===== src/sv/firmware_packet_deframer_crc_check_unit_assert.svh =====
// Assertion macros shared by the deframer modules.
// Define ASSERT_OFF to compile the checks away.
`ifndef FIRMWARE_PACKET_DEFRAMER_CRC_CHECK_UNIT_ASSERT_SVH
`define FIRMWARE_PACKET_DEFRAMER_CRC_CHECK_UNIT_ASSERT_SVH

`ifndef ASSERT_OFF
`define FPDC_ASSERT(name, clk, rst, prop) \
   name: assert property (@(posedge clk) disable iff (rst) prop) \
      else $error("fpdc assertion failed");
`define FPDC_ASSERT_NEVER(name, clk, rst, expr) \
   name: assert property (@(posedge clk) disable iff (rst) !(expr)) \
      else $error("fpdc forbidden condition seen");
`else
`define FPDC_ASSERT(name, clk, rst, prop)
`define FPDC_ASSERT_NEVER(name, clk, rst, expr)
`endif

`endif


===== src/sv/fpdc_pkg.sv =====
package fpdc_pkg;

   localparam int unsigned PAYLOAD_BYTES_DEFAULT = 128;

   localparam logic [15:0] CRC_POLY = 16'h1021;

   // Frame phases.
   localparam logic [2:0] PH_WAIT  = 3'd0;
   localparam logic [2:0] PH_SEQ_H = 3'd1;
   localparam logic [2:0] PH_SEQ_L = 3'd2;
   localparam logic [2:0] PH_DATA  = 3'd3;
   localparam logic [2:0] PH_CRC_H = 3'd4;
   localparam logic [2:0] PH_CRC_L = 3'd5;

   // Result event codes.
   localparam logic [2:0] EV_DATA    = 3'd0;
   localparam logic [2:0] EV_GOOD    = 3'd1;
   localparam logic [2:0] EV_BAD     = 3'd2;
   localparam logic [2:0] EV_END     = 3'd3;
   localparam logic [2:0] EV_CANCEL  = 3'd4;
   localparam logic [2:0] EV_TIMEOUT = 3'd5;

   // Register indexes on the APB port (paddr[3:2]).
   localparam logic [1:0] REG_START   = 2'd0;
   localparam logic [1:0] REG_END     = 2'd1;
   localparam logic [1:0] REG_CANCEL  = 2'd2;
   localparam logic [1:0] REG_TIMEOUT = 2'd3;

   localparam int unsigned CSR_ADDR_W = 4;

   typedef struct packed {
      logic [7:0]  start_byte;
      logic [7:0]  end_byte;
      logic [7:0]  cancel_byte;
      logic [15:0] idle_timeout_ticks;
   } fpdc_cfg_type;

   typedef struct packed {
      logic [2:0]  event_res;
      logic [7:0]  payload_byte;
      logic [6:0]  byte_index;
      logic [15:0] seq_number;
      logic [15:0] received_crc;
      logic [15:0] computed_crc;
   } fpdc_result_type;

   typedef struct packed {
      logic            valid;
      fpdc_result_type data;
   } fpdc_push_type;

   // One byte through CRC-16/XMODEM, MSB first.
   function automatic logic [15:0] crc_feed(input logic [15:0] crc, input logic [7:0] b);
      logic [15:0] c;
      c = crc ^ {b, 8'h00};
      for (int k = 0; k < 8; k++) begin
         if (c[15]) begin
            c = {c[14:0], 1'b0} ^ CRC_POLY;
         end else begin
            c = {c[14:0], 1'b0};
         end
      end
      return c;
   endfunction

endpackage


===== src/sv/fpdc_if.sv =====
interface fpdc_req_if;
   logic       valid;
   logic       ready;
   logic       func;
   logic [7:0] rx_byte;

   modport source (output valid, output func, output rx_byte, input ready);
   modport sink   (input valid, input func, input rx_byte, output ready);
endinterface

interface fpdc_rsp_if;
   logic        valid;
   logic        ready;
   logic [2:0]  event_res;
   logic [7:0]  payload_byte;
   logic [6:0]  byte_index;
   logic [15:0] seq_number;
   logic [15:0] received_crc;
   logic [15:0] computed_crc;

   modport source (output valid, output event_res, output payload_byte, output byte_index,
                   output seq_number, output received_crc, output computed_crc,
                   input ready);
   modport sink   (input valid, input event_res, input payload_byte, input byte_index,
                   input seq_number, input received_crc, input computed_crc,
                   output ready);
endinterface


===== src/sv/fpdc_csr.sv =====
module fpdc_csr import fpdc_pkg::*; (
   input  logic                  clock,
   input  logic                  reset,
   input  logic                  psel,
   input  logic                  penable,
   input  logic                  pwrite,
   input  logic [CSR_ADDR_W-1:0] paddr,
   input  logic [31:0]           pwdata,
   output logic [31:0]           prdata,
   output logic                  pready,
   output fpdc_cfg_type          cfg
);

   fpdc_cfg_type cfg_ff, cfg_in;
   logic         wr_en;

   assign pready = 1'b1;
   assign wr_en  = psel && penable && pwrite;
   assign cfg    = cfg_ff;

   always_comb begin
      cfg_in = cfg_ff;
      if (wr_en) begin
         unique case (paddr[3:2])
            REG_START:   cfg_in.start_byte         = pwdata[7:0];
            REG_END:     cfg_in.end_byte           = pwdata[7:0];
            REG_CANCEL:  cfg_in.cancel_byte        = pwdata[7:0];
            REG_TIMEOUT: cfg_in.idle_timeout_ticks = pwdata[15:0];
            default:     cfg_in = cfg_ff;
         endcase
      end
   end

   always_comb begin
      unique case (paddr[3:2])
         REG_START:   prdata = {24'h0, cfg_ff.start_byte};
         REG_END:     prdata = {24'h0, cfg_ff.end_byte};
         REG_CANCEL:  prdata = {24'h0, cfg_ff.cancel_byte};
         REG_TIMEOUT: prdata = {16'h0, cfg_ff.idle_timeout_ticks};
         default:     prdata = 32'h0;
      endcase
   end

   always_ff @(posedge clock) begin
      if (reset) begin
         cfg_ff.start_byte         <= 8'd2;
         cfg_ff.end_byte           <= 8'd4;
         cfg_ff.cancel_byte        <= 8'd24;
         cfg_ff.idle_timeout_ticks <= 16'd1000;
      end else begin
         cfg_ff <= cfg_in;
      end
   end

endmodule


===== src/sv/fpdc_core.sv =====
`include "firmware_packet_deframer_crc_check_unit_assert.svh"

module fpdc_core import fpdc_pkg::*; #(
   parameter int unsigned PAYLOAD_BYTES = PAYLOAD_BYTES_DEFAULT
) (
   input  logic          clock,
   input  logic          reset,
   input  logic          req_valid,
   input  logic          req_func,
   input  logic [7:0]    req_rx_byte,
   output logic          req_ready,
   input  fpdc_cfg_type  cfg,
   input  logic          can_take,
   output fpdc_push_type push
);

   localparam int unsigned CW = $clog2(PAYLOAD_BYTES + 1);

   // Input register.
   logic        in_v_ff, in_v_in;
   logic        func_ff;
   logic [7:0]  byte_ff;

   // Deframer state.
   logic [2:0]    phase_ff, phase_in;
   logic [CW-1:0] count_ff, count_in;
   logic [15:0]   seq_ff, seq_in;
   logic [7:0]    crch_ff, crch_in;
   logic [15:0]   crc_ff, crc_in;
   logic [15:0]   idle_ff, idle_in;

   logic          fire;
   logic [15:0]   idle_inc;
   logic [15:0]   crc_next;
   logic [CW-1:0] count_inc;
   logic [15:0]   rcrc;

   assign fire      = in_v_ff && can_take;
   assign req_ready = !in_v_ff || fire;
   assign in_v_in   = req_valid ? 1'b1 : (in_v_ff && !fire);

   assign idle_inc  = (idle_ff == 16'hFFFF) ? idle_ff : idle_ff + 16'd1;
   assign crc_next  = crc_feed(crc_ff, byte_ff);
   assign count_inc = count_ff + CW'(1);
   assign rcrc      = {crch_ff, byte_ff};

   always_comb begin
      phase_in   = phase_ff;
      count_in   = count_ff;
      seq_in     = seq_ff;
      crch_in    = crch_ff;
      crc_in     = crc_ff;
      idle_in    = idle_ff;
      push.valid = 1'b0;
      push.data  = '0;
      if (fire) begin
         if (func_ff) begin
            if (idle_inc >= cfg.idle_timeout_ticks) begin
               idle_in              = 16'd0;
               phase_in             = PH_WAIT;
               push.valid           = 1'b1;
               push.data.event_res  = EV_TIMEOUT;
            end else begin
               idle_in = idle_inc;
            end
         end else begin
            idle_in = 16'd0;
            unique case (phase_ff)
               PH_SEQ_H: begin
                  seq_in   = {byte_ff, 8'h00};
                  phase_in = PH_SEQ_L;
               end
               PH_SEQ_L: begin
                  seq_in   = {seq_ff[15:8], byte_ff};
                  phase_in = PH_DATA;
               end
               PH_DATA: begin
                  crc_in                 = crc_next;
                  count_in               = count_inc;
                  push.valid             = 1'b1;
                  push.data.event_res    = EV_DATA;
                  push.data.payload_byte = byte_ff;
                  push.data.byte_index   = 7'(count_ff);
                  push.data.seq_number   = seq_ff;
                  push.data.computed_crc = crc_next;
                  if (count_inc >= CW'(PAYLOAD_BYTES)) begin
                     phase_in = PH_CRC_H;
                  end
               end
               PH_CRC_H: begin
                  crch_in  = byte_ff;
                  phase_in = PH_CRC_L;
               end
               PH_CRC_L: begin
                  phase_in               = PH_WAIT;
                  push.valid             = 1'b1;
                  push.data.event_res    = (rcrc == crc_ff) ? EV_GOOD : EV_BAD;
                  push.data.seq_number   = seq_ff;
                  push.data.received_crc = rcrc;
                  push.data.computed_crc = crc_ff;
               end
               default: begin
                  // Waiting, and any unused phase code behaves the same.
                  phase_in = PH_WAIT;
                  if (byte_ff == cfg.start_byte) begin
                     phase_in = PH_SEQ_H;
                     count_in = '0;
                     seq_in   = 16'd0;
                     crch_in  = 8'd0;
                     crc_in   = 16'd0;
                  end else if (byte_ff == cfg.end_byte) begin
                     push.valid          = 1'b1;
                     push.data.event_res = EV_END;
                  end else if (byte_ff == cfg.cancel_byte) begin
                     push.valid          = 1'b1;
                     push.data.event_res = EV_CANCEL;
                  end
               end
            endcase
         end
      end
   end

   always_ff @(posedge clock) begin
      if (reset) begin
         in_v_ff  <= 1'b0;
         phase_ff <= PH_WAIT;
         count_ff <= '0;
         seq_ff   <= 16'd0;
         crch_ff  <= 8'd0;
         crc_ff   <= 16'd0;
         idle_ff  <= 16'd0;
      end else begin
         in_v_ff  <= in_v_in;
         phase_ff <= phase_in;
         count_ff <= count_in;
         seq_ff   <= seq_in;
         crch_ff  <= crch_in;
         crc_ff   <= crc_in;
         idle_ff  <= idle_in;
      end
   end

   always_ff @(posedge clock) begin
      if (req_valid && req_ready) begin
         func_ff <= req_func;
         byte_ff <= req_rx_byte;
      end
   end

   `FPDC_ASSERT_NEVER(a_count_in_range, clock, reset, count_ff > CW'(PAYLOAD_BYTES))
   `FPDC_ASSERT(a_timeout_resyncs, clock, reset,
      push.valid && push.data.event_res == EV_TIMEOUT |=> phase_ff == PH_WAIT && idle_ff == 16'd0)
   `FPDC_ASSERT(a_last_payload_to_crc, clock, reset,
      push.valid && push.data.event_res == EV_DATA && count_inc == CW'(PAYLOAD_BYTES) |=> phase_ff == PH_CRC_H)

endmodule


===== src/sv/fpdc_out_buf.sv =====
`include "firmware_packet_deframer_crc_check_unit_assert.svh"

module fpdc_out_buf import fpdc_pkg::*; (
   input  logic            clock,
   input  logic            reset,
   input  fpdc_push_type   push,
   output logic            can_take,
   input  logic            rsp_ready,
   output logic            rsp_valid,
   output fpdc_result_type rsp_data
);

   // Two entries: the head drives the output, the skid entry catches a
   // result that arrives while the head is stalled.
   logic            head_v_ff, head_v_in;
   logic            skid_v_ff, skid_v_in;
   fpdc_result_type head_ff, head_in;
   fpdc_result_type skid_ff, skid_in;
   logic            pop;

   assign pop       = head_v_ff && rsp_ready;
   assign can_take  = !(head_v_ff && skid_v_ff) || pop;
   assign rsp_valid = head_v_ff;
   assign rsp_data  = head_ff;

   always_comb begin
      head_v_in = head_v_ff;
      skid_v_in = skid_v_ff;
      head_in   = head_ff;
      skid_in   = skid_ff;
      if (pop) begin
         head_in   = skid_ff;
         head_v_in = skid_v_ff;
         skid_v_in = 1'b0;
      end
      if (push.valid) begin
         if (!head_v_in) begin
            head_in   = push.data;
            head_v_in = 1'b1;
         end else begin
            skid_in   = push.data;
            skid_v_in = 1'b1;
         end
      end
   end

   always_ff @(posedge clock) begin
      if (reset) begin
         head_v_ff <= 1'b0;
         skid_v_ff <= 1'b0;
      end else begin
         head_v_ff <= head_v_in;
         skid_v_ff <= skid_v_in;
      end
   end

   always_ff @(posedge clock) begin
      head_ff <= head_in;
      skid_ff <= skid_in;
   end

   `FPDC_ASSERT_NEVER(a_skid_needs_head, clock, reset, skid_v_ff && !head_v_ff)
   `FPDC_ASSERT_NEVER(a_no_overflow, clock, reset, push.valid && head_v_ff && skid_v_ff && !pop)
   `FPDC_ASSERT(a_skid_moves_up, clock, reset,
      head_v_ff && skid_v_ff && pop |=> head_v_ff && head_ff == $past(skid_ff))

endmodule


===== src/sv/firmware_packet_deframer_crc_check_unit.sv =====
// Channel   Direction  Handshake      Carries
// req_chan  in         valid/ready    func (byte or timer tick), rx_byte
// rsp_chan  out        valid/ready    event_res, payload_byte, byte_index,
//                                     seq_number, received_crc, computed_crc
// APB       in/out     psel/penable   start/end/cancel bytes, idle timeout
//
// An item is latched into an input register; once the result buffer has room, one pass of logic
// (phase decode plus an eight-step CRC-16 update) writes its result, if any, into a
// two-entry result buffer, whose head register drives it on rsp_chan. One item per cycle
// is sustained while rsp_chan takes results. Reset is synchronous and active high.
// req_chan.ready drops only while the input register holds an item and both result
// entries are full with rsp_chan stalled.
module firmware_packet_deframer_crc_check_unit import fpdc_pkg::*; #(
   parameter int unsigned PAYLOAD_BYTES = PAYLOAD_BYTES_DEFAULT
) (
   input  logic                  clock,
   input  logic                  reset,
   fpdc_req_if.sink              req_chan,
   fpdc_rsp_if.source            rsp_chan,
   input  logic                  psel,
   input  logic                  penable,
   input  logic                  pwrite,
   input  logic [CSR_ADDR_W-1:0] paddr,
   input  logic [31:0]           pwdata,
   output logic [31:0]           prdata,
   output logic                  pready
);

   fpdc_cfg_type    cfg;
   fpdc_push_type   push;
   fpdc_result_type rsp_data;
   logic            can_take;

   // Configuration registers; written only while the block is idle, which the user must ensure.
   fpdc_csr u_csr (
      .clock   (clock),
      .reset   (reset),
      .psel    (psel),
      .penable (penable),
      .pwrite  (pwrite),
      .paddr   (paddr),
      .pwdata  (pwdata),
      .prdata  (prdata),
      .pready  (pready),
      .cfg     (cfg)
   );

   // Frame state machine and running CRC. It produces at most one result
   // per item and only advances when the result buffer has room.
   fpdc_core #(
      .PAYLOAD_BYTES (PAYLOAD_BYTES)
   ) u_core (
      .clock       (clock),
      .reset       (reset),
      .req_valid   (req_chan.valid),
      .req_func    (req_chan.func),
      .req_rx_byte (req_chan.rx_byte),
      .req_ready   (req_chan.ready),
      .cfg         (cfg),
      .can_take    (can_take),
      .push        (push)
   );

   // Result register with a skid entry behind it.
   fpdc_out_buf u_out_buf (
      .clock     (clock),
      .reset     (reset),
      .push      (push),
      .can_take  (can_take),
      .rsp_ready (rsp_chan.ready),
      .rsp_valid (rsp_chan.valid),
      .rsp_data  (rsp_data)
   );

   assign rsp_chan.event_res    = rsp_data.event_res;
   assign rsp_chan.payload_byte = rsp_data.payload_byte;
   assign rsp_chan.byte_index   = rsp_data.byte_index;
   assign rsp_chan.seq_number   = rsp_data.seq_number;
   assign rsp_chan.received_crc = rsp_data.received_crc;
   assign rsp_chan.computed_crc = rsp_data.computed_crc;

endmodule

===== src/flat_wrapper.sv =====
// flat-port wrapper written by rule: the top's interface ports become plain ports
module firmware_packet_deframer_crc_check_unit_flat import fpdc_pkg::*;
#(
   parameter int unsigned PAYLOAD_BYTES = PAYLOAD_BYTES_DEFAULT
)
  (clock, reset, psel, penable, pwrite, paddr, pwdata, prdata, pready, req_chan_valid, req_chan_func, req_chan_rx_byte, req_chan_ready, rsp_chan_valid, rsp_chan_event_res, rsp_chan_payload_byte, rsp_chan_byte_index, rsp_chan_seq_number, rsp_chan_received_crc, rsp_chan_computed_crc, rsp_chan_ready);
  fpdc_req_if req_chan_i ();
  fpdc_rsp_if rsp_chan_i ();
  input  logic clock;
  input  logic reset;
  input  logic psel;
  input  logic penable;
  input  logic pwrite;
  input  logic [CSR_ADDR_W-1:0] paddr;
  input  logic [31:0] pwdata;
  output logic [31:0] prdata;
  output logic pready;
  input wire logic [$bits(req_chan_i.valid)-1:0] req_chan_valid;
  input wire logic [$bits(req_chan_i.func)-1:0] req_chan_func;
  input wire logic [$bits(req_chan_i.rx_byte)-1:0] req_chan_rx_byte;
  output wire logic [$bits(req_chan_i.ready)-1:0] req_chan_ready;
  output wire logic [$bits(rsp_chan_i.valid)-1:0] rsp_chan_valid;
  output wire logic [$bits(rsp_chan_i.event_res)-1:0] rsp_chan_event_res;
  output wire logic [$bits(rsp_chan_i.payload_byte)-1:0] rsp_chan_payload_byte;
  output wire logic [$bits(rsp_chan_i.byte_index)-1:0] rsp_chan_byte_index;
  output wire logic [$bits(rsp_chan_i.seq_number)-1:0] rsp_chan_seq_number;
  output wire logic [$bits(rsp_chan_i.received_crc)-1:0] rsp_chan_received_crc;
  output wire logic [$bits(rsp_chan_i.computed_crc)-1:0] rsp_chan_computed_crc;
  input wire logic [$bits(rsp_chan_i.ready)-1:0] rsp_chan_ready;
  assign req_chan_i.valid = req_chan_valid;
  assign req_chan_i.func = req_chan_func;
  assign req_chan_i.rx_byte = req_chan_rx_byte;
  assign req_chan_ready = req_chan_i.ready;
  assign rsp_chan_valid = rsp_chan_i.valid;
  assign rsp_chan_event_res = rsp_chan_i.event_res;
  assign rsp_chan_payload_byte = rsp_chan_i.payload_byte;
  assign rsp_chan_byte_index = rsp_chan_i.byte_index;
  assign rsp_chan_seq_number = rsp_chan_i.seq_number;
  assign rsp_chan_received_crc = rsp_chan_i.received_crc;
  assign rsp_chan_computed_crc = rsp_chan_i.computed_crc;
  assign rsp_chan_i.ready = rsp_chan_ready;
  firmware_packet_deframer_crc_check_unit #(.PAYLOAD_BYTES(PAYLOAD_BYTES)) u_core (.clock(clock), .reset(reset), .req_chan(req_chan_i), .rsp_chan(rsp_chan_i), .psel(psel), .penable(penable), .pwrite(pwrite), .paddr(paddr), .pwdata(pwdata), .prdata(prdata), .pready(pready));
endmodule

===== config.mk =====
export PLATFORM = sky130hd
export DESIGN_NAME = firmware_packet_deframer_crc_check_unit_flat
export DESIGN_NICKNAME = d
export VERILOG_FILES = /design/src/sv/fpdc_pkg.sv /design/src/sv/fpdc_if.sv /design/src/sv/fpdc_csr.sv /design/src/sv/fpdc_core.sv /design/src/sv/fpdc_out_buf.sv /design/src/sv/firmware_packet_deframer_crc_check_unit.sv /design/src/flat_wrapper.sv
export VERILOG_INCLUDE_DIRS = /design/src /design/src/sv
export SDC_FILE = /design/constraint.sdc
export NUM_CORES = 1
export LEC_CHECK = 0
export ABC_AREA = 0
export BUFFER_PORTS_ARGS = -buffer_cell sky130_fd_sc_hd__buf_2
export CAP_MARGIN = 20
export CORE_ASPECT_RATIO = 0.75
export CORE_MARGIN = 5
export CORE_UTILIZATION = 58
export DETAILED_ROUTE_END_ITERATION = 7
export GPL_TIMING_DRIVEN = 0
export PLACE_DENSITY = 0.8
export SLEW_MARGIN = 25
export SYNTH_ARGS = -nofsm -noshare
export SYNTH_HDL_FRONTEND = slang
export SYNTH_SLANG_ARGS = --single-unit

===== constraint.sdc =====
create_clock -name clock -period 8.5 [get_ports clock]
set_input_delay 1.275 -clock clock [delete_from_list [all_inputs] [get_ports clock]]
set_output_delay 1.275 -clock clock [all_outputs]
set_load 0.005 [all_outputs]

==> metrics.log <==
INFO  metric instances_no_fill = roughly 1600
INFO  metric finalCriticalPeriod = approximately 4.3 ns
INFO  metric yosys_most_used_dff = sky130_fd_sc_hd__dfxtp_1
INFO  metric worst_setup_hold_path_clk_slew = approximately 0.060 ns
INFO  metric row_count = 45
INFO  metric synthesis.area = 12100 µm²
INFO  metric number_of_h_tree_branching_levels = 1
INFO  metric num_vias = 9241
INFO  metric detail_route.iter0.violations = roughly 990
INFO  metric syn-mean-instance-area = ~11 µm²
INFO  metric r2r.worst_path.cells = 16
INFO  metric critPathMaxStageDelay = 0.42 ns
INFO  metric relSlewSlack = 37.3%
INFO  metric detail-route-antenna-nets = 0
INFO  metric clock-skew-final = ~0.018 ns
INFO  metric design.core.area = 20400 µm²
INFO  metric outcome = finished clean
INFO  metric finalCritPeriodShare = 51.0%
INFO  metric clock_tree_from_tritoncts = done
INFO  metric first_global_vias = 8755
INFO  metric drc_errors = 0
INFO  metric root_buffer = sky130_fd_sc_hd__clkbuf_16
INFO  metric setup_viol = 0
INFO  metric critPathLaunchType = flop
INFO  metric drive_above_1_share = 27.6%
INFO  metric fmaxAchievable = about 230 MHz
INFO  metric worstSetupPathDepth = 16
INFO  metric grt_pass1_wl = between 40000 and 50000 µm
INFO  metric final_cell_mix = sky130_fd_sc_hd__dfxtp_1 (176), sky130_fd_sc_hd__buf_2 (129), sky130_fd_sc_hd__nor2_1 (105), sky130_fd_sc_hd__mux2_2 (91), sky130_fd_sc_hd__nand2_1 (87)
INFO  metric hold_start = u_core.u_core.seq_ff[13]
INFO  metric cp_data_required_time = just under 9 ns
INFO  metric syn-instance-count = between 1000 and 1500
INFO  metric register_area = slightly below 6000 µm²
INFO  metric r2r_start = u_core.u_core.idle_ff[0]
INFO  metric yosys_warns = 0
INFO  metric postCtsSetupRepairBufs = 0
INFO  metric multi_input_area = ~5800 µm²
INFO  metric cp.arrival = between 4 and 5 ns
INFO  metric initial_core_utilization = 59.3%
INFO  metric peakVddDrop = 0.174 mV
INFO  metric postCtsHoldBufs = 0
INFO  metric leakage = 5.73 nW
INFO  metric flip_flop_and_latch_count_after_synthesis = between 200 and 300
INFO  metric power_density = just over 200 nW/µm²
INFO  metric max_cap_violations = 0
INFO  metric insertedDiodeCount = 0
INFO  metric worstPathCellList = ha_1, nand2_1, or3_1, or2_2, nor3_1, a21oi_1, ha_1, and4_1, o2111ai_1, o21ai_2, and2_1, nand2_1, nor2_4, buf_12, buf_12, buf_16
INFO  metric num-fill-cells = roughly 1600
INFO  metric grt_setup_unrepaired = false
INFO  metric antenna_found_initial = 1
INFO  metric final_common_cell = sky130_fd_sc_hd__dfxtp_1
INFO  metric synth_largest_area_cell = sky130_fd_sc_hd__dfxtp_1
INFO  metric postSynth.asyncResetShare = 0%
INFO  metric timing.critical_path.to_type = flop
INFO  metric grt-ovfl-total = 0
INFO  metric synthToLayoutAreaGrowth = 15.6%
INFO  metric number_of_placed_instances_with_taps_included = ~1500
INFO  metric gp_congestion = around 0.9
INFO  metric hold_violations = 0
INFO  metric post_synth_edffs = 75
INFO  metric timing.setup.critical_path_class = flop to flop
INFO  metric timing.rr.end = u_core.u_out_buf.skid_ff[54]
INFO  metric whs_endpoint = u_core.u_core.seq_ff[13]
INFO  metric die_area = between 20000 and 25000 µm²
INFO  metric ff2ff_setup_slack = about 4.2 ns
INFO  metric numClockSinks = 251
INFO  metric detail_route.wirelength = between 30000 and 40000 µm
INFO  metric cts_resized = 0
INFO  metric portBuffers = between 100 and 150
INFO  metric die_w = 177 µm
INFO  metric avgRoutedWirePerCell = 19.0 µm
INFO  metric floorplan.io_pins = 153
INFO  metric dp.final_hpwl = between 20000 and 25000 µm
INFO  metric min_path_type = flop to flop
INFO  metric final_max_slew_viol_count = 0
INFO  metric clock_tree.buffer_depth = 3
INFO  metric seq_total_area_yosys = between 40% and 50%
INFO  metric detail_route.vias_per_cell = around 5.8
INFO  metric synthDominantCellAreaShare = around 29%
INFO  metric power.total = 2.83 mW
INFO  metric crit_path_top_delay_cell = sky130_fd_sc_hd__dfxtp_1
INFO  metric drt_pre_antenna_iters = 5
INFO  metric transition_time_at_the_pin_with_the_least_slew_margin = between 0.9 and 1 ns
INFO  metric insertion_delay = approximately 0.52 ns
INFO  metric die_height = 135 µm
INFO  metric min_delay_path_depth = 2
INFO  metric critical-path-top-delay-family = simple AND/OR/NAND/NOR gates
INFO  metric gr-usage-all-layers = 24.6%
INFO  metric post_synth_num_cell_types = 66
INFO  metric crit_path_max_fanout = 25
INFO  metric grt_start_max_net_pins = 26
INFO  metric post_layout_nets = approximately 1400
INFO  metric setup_total_negative_slack = 0 ns
INFO  metric cts_buffers = 25
INFO  metric ys_top_cells_by_area = sky130_fd_sc_hd__dfxtp_1 (29%), sky130_fd_sc_hd__edfxtp_1 (19%), sky130_fd_sc_hd__mux2_2 (8.5%)
INFO  metric cp_num_buf_inv = 3
-- through the flow --
step	util (%)	hold slack [ns]	area, µm²	setup WS, ns
after floorplan	-	0.427	12100	2.48
after global placement	64.1	0.435	13100	0.513
after detailed placement	64.5	0.442	13100	4.19
after CTS	68.5	0.449	14000	4.18
after global routing	68.5	0.475	14000	3.94
final	68.5	0.450	14000	4.16
-- worst max-delay path by stage --
stage	startpoint	endpoint	slack, ns
6_report	u_core.u_core.idle_ff[0]	u_core.u_out_buf.skid_ff[54]	4.16
5_1_grt	u_core.u_core.idle_ff[0]	u_core.u_out_buf.skid_ff[56]	3.94
4_1_cts	u_core.u_core.idle_ff[0]	u_core.u_out_buf.skid_ff[55]	4.18
3_5_place_dp	u_core.u_core.idle_ff[0]	u_core.u_out_buf.skid_ff[52]	4.19
3_3_place_gp	u_core.u_core.idle_ff[0]	u_core.u_out_buf.skid_ff[52]	0.51
2_1_floorplan	u_core.u_core.idle_ff[0]	u_core.u_out_buf.skid_ff[0]	2.48
-- where the power goes --
part / switching [mW] / total (mW) / internal (mW)
Combinational: 0.159 / 0.371 / 0.212
Sequential: 0.0416 / 1.35 / 1.31
Clock: 0.460 / 1.11 / 0.648
-- cells by family (layout without fill, tap and decap cells) --
family	Yosys count	count (layout)	synth area share [%]
flops	251	251	47.8
fa+ha+maj	19	19	1.97
simple gates	346	346	14.0
other cells	2	17	0.0622
buf+inv	111	275	5.08
xor+xnor	83	83	6.02
compound gates	160	160	8.48
mux	159	159	16.5
-- worst register-to-register path: stages, from the launching register on --
cell and delay (ns):
sky130_fd_sc_hd__dfxtp_1 0.42, sky130_fd_sc_hd__ha_1 0.21, sky130_fd_sc_hd__nand2_1 0.13, sky130_fd_sc_hd__or3_1 0.42, sky130_fd_sc_hd__or2_2 0.32, sky130_fd_sc_hd__nor3_1 0.13
sky130_fd_sc_hd__a21oi_1 0.09, sky130_fd_sc_hd__ha_1 0.33, sky130_fd_sc_hd__and4_1 0.21, sky130_fd_sc_hd__o2111ai_1 0.14, sky130_fd_sc_hd__o21ai_2 0.41, sky130_fd_sc_hd__and2_1 0.33
sky130_fd_sc_hd__nand2_1 0.15, sky130_fd_sc_hd__nor2_4 0.13, sky130_fd_sc_hd__buf_12 0.20, sky130_fd_sc_hd__buf_12 0.21, sky130_fd_sc_hd__buf_16 0.20
-- cells in the mapped netlist, drive strengths merged (5+ instances only) --
cell type,n
a211o,9
a21oi,83
a22oi,23
a31oi,5
and2,25
and3,36
buf,46
clkbuf,40
dfxtp,176
edfxtp,75
ha,19
inv,25
mux2,129
mux2i,22
mux4,8
nand2,88
nand2b,6
nand3,27
nand4,19
nor2,107
nor2b,6
nor3,12
nor4,6
o21ai,14
or3,6
xnor2,42
xor2,41
-- flip-flops by register name, indices dropped and copies added (netlist names) --
name / count
u_core.u_core.byte_ff: 8
u_core.u_core.count_ff: 8
u_core.u_core.crc_ff: 16
u_core.u_core.crch_ff: 8
u_core.u_core.func_ff: 1
u_core.u_core.idle_ff: 16
u_core.u_core.in_v_ff: 1
u_core.u_core.phase_ff: 3
u_core.u_core.seq_ff: 16
u_core.u_csr.cfg: 40
u_core.u_out_buf.rsp_data: 66
u_core.u_out_buf.rsp_valid: 1
u_core.u_out_buf.skid_ff: 66
u_core.u_out_buf.skid_v_ff: 1
-- per-layer routing --
layer	wire (µm)	GRT usage, %	up-vias
met5	8	0	-
met4	619	5.54	2
met3	2630	3.64	60
met2	13400	37.9	460
met1	13700	36.8	4411
li1	-	-	4308
-- final cells by class --
| type | instances | area share [%] |
|---|---|---|
| Sequential cell | 251 | 41.4 |
| Multi-Input combinational cell | 784 | 41.2 |
| Clock buffer | 36 | 5.14 |
| Timing Repair Buffer | 119 | 4.64 |
| Buffer | 86 | 3.72 |
| Tap cell | 282 | 2.53 |
| Clock inverter | 9 | 0.699 |
| Inverter | 25 | 0.672 |
Note: power is estimated with default switching activity, not from simulation.
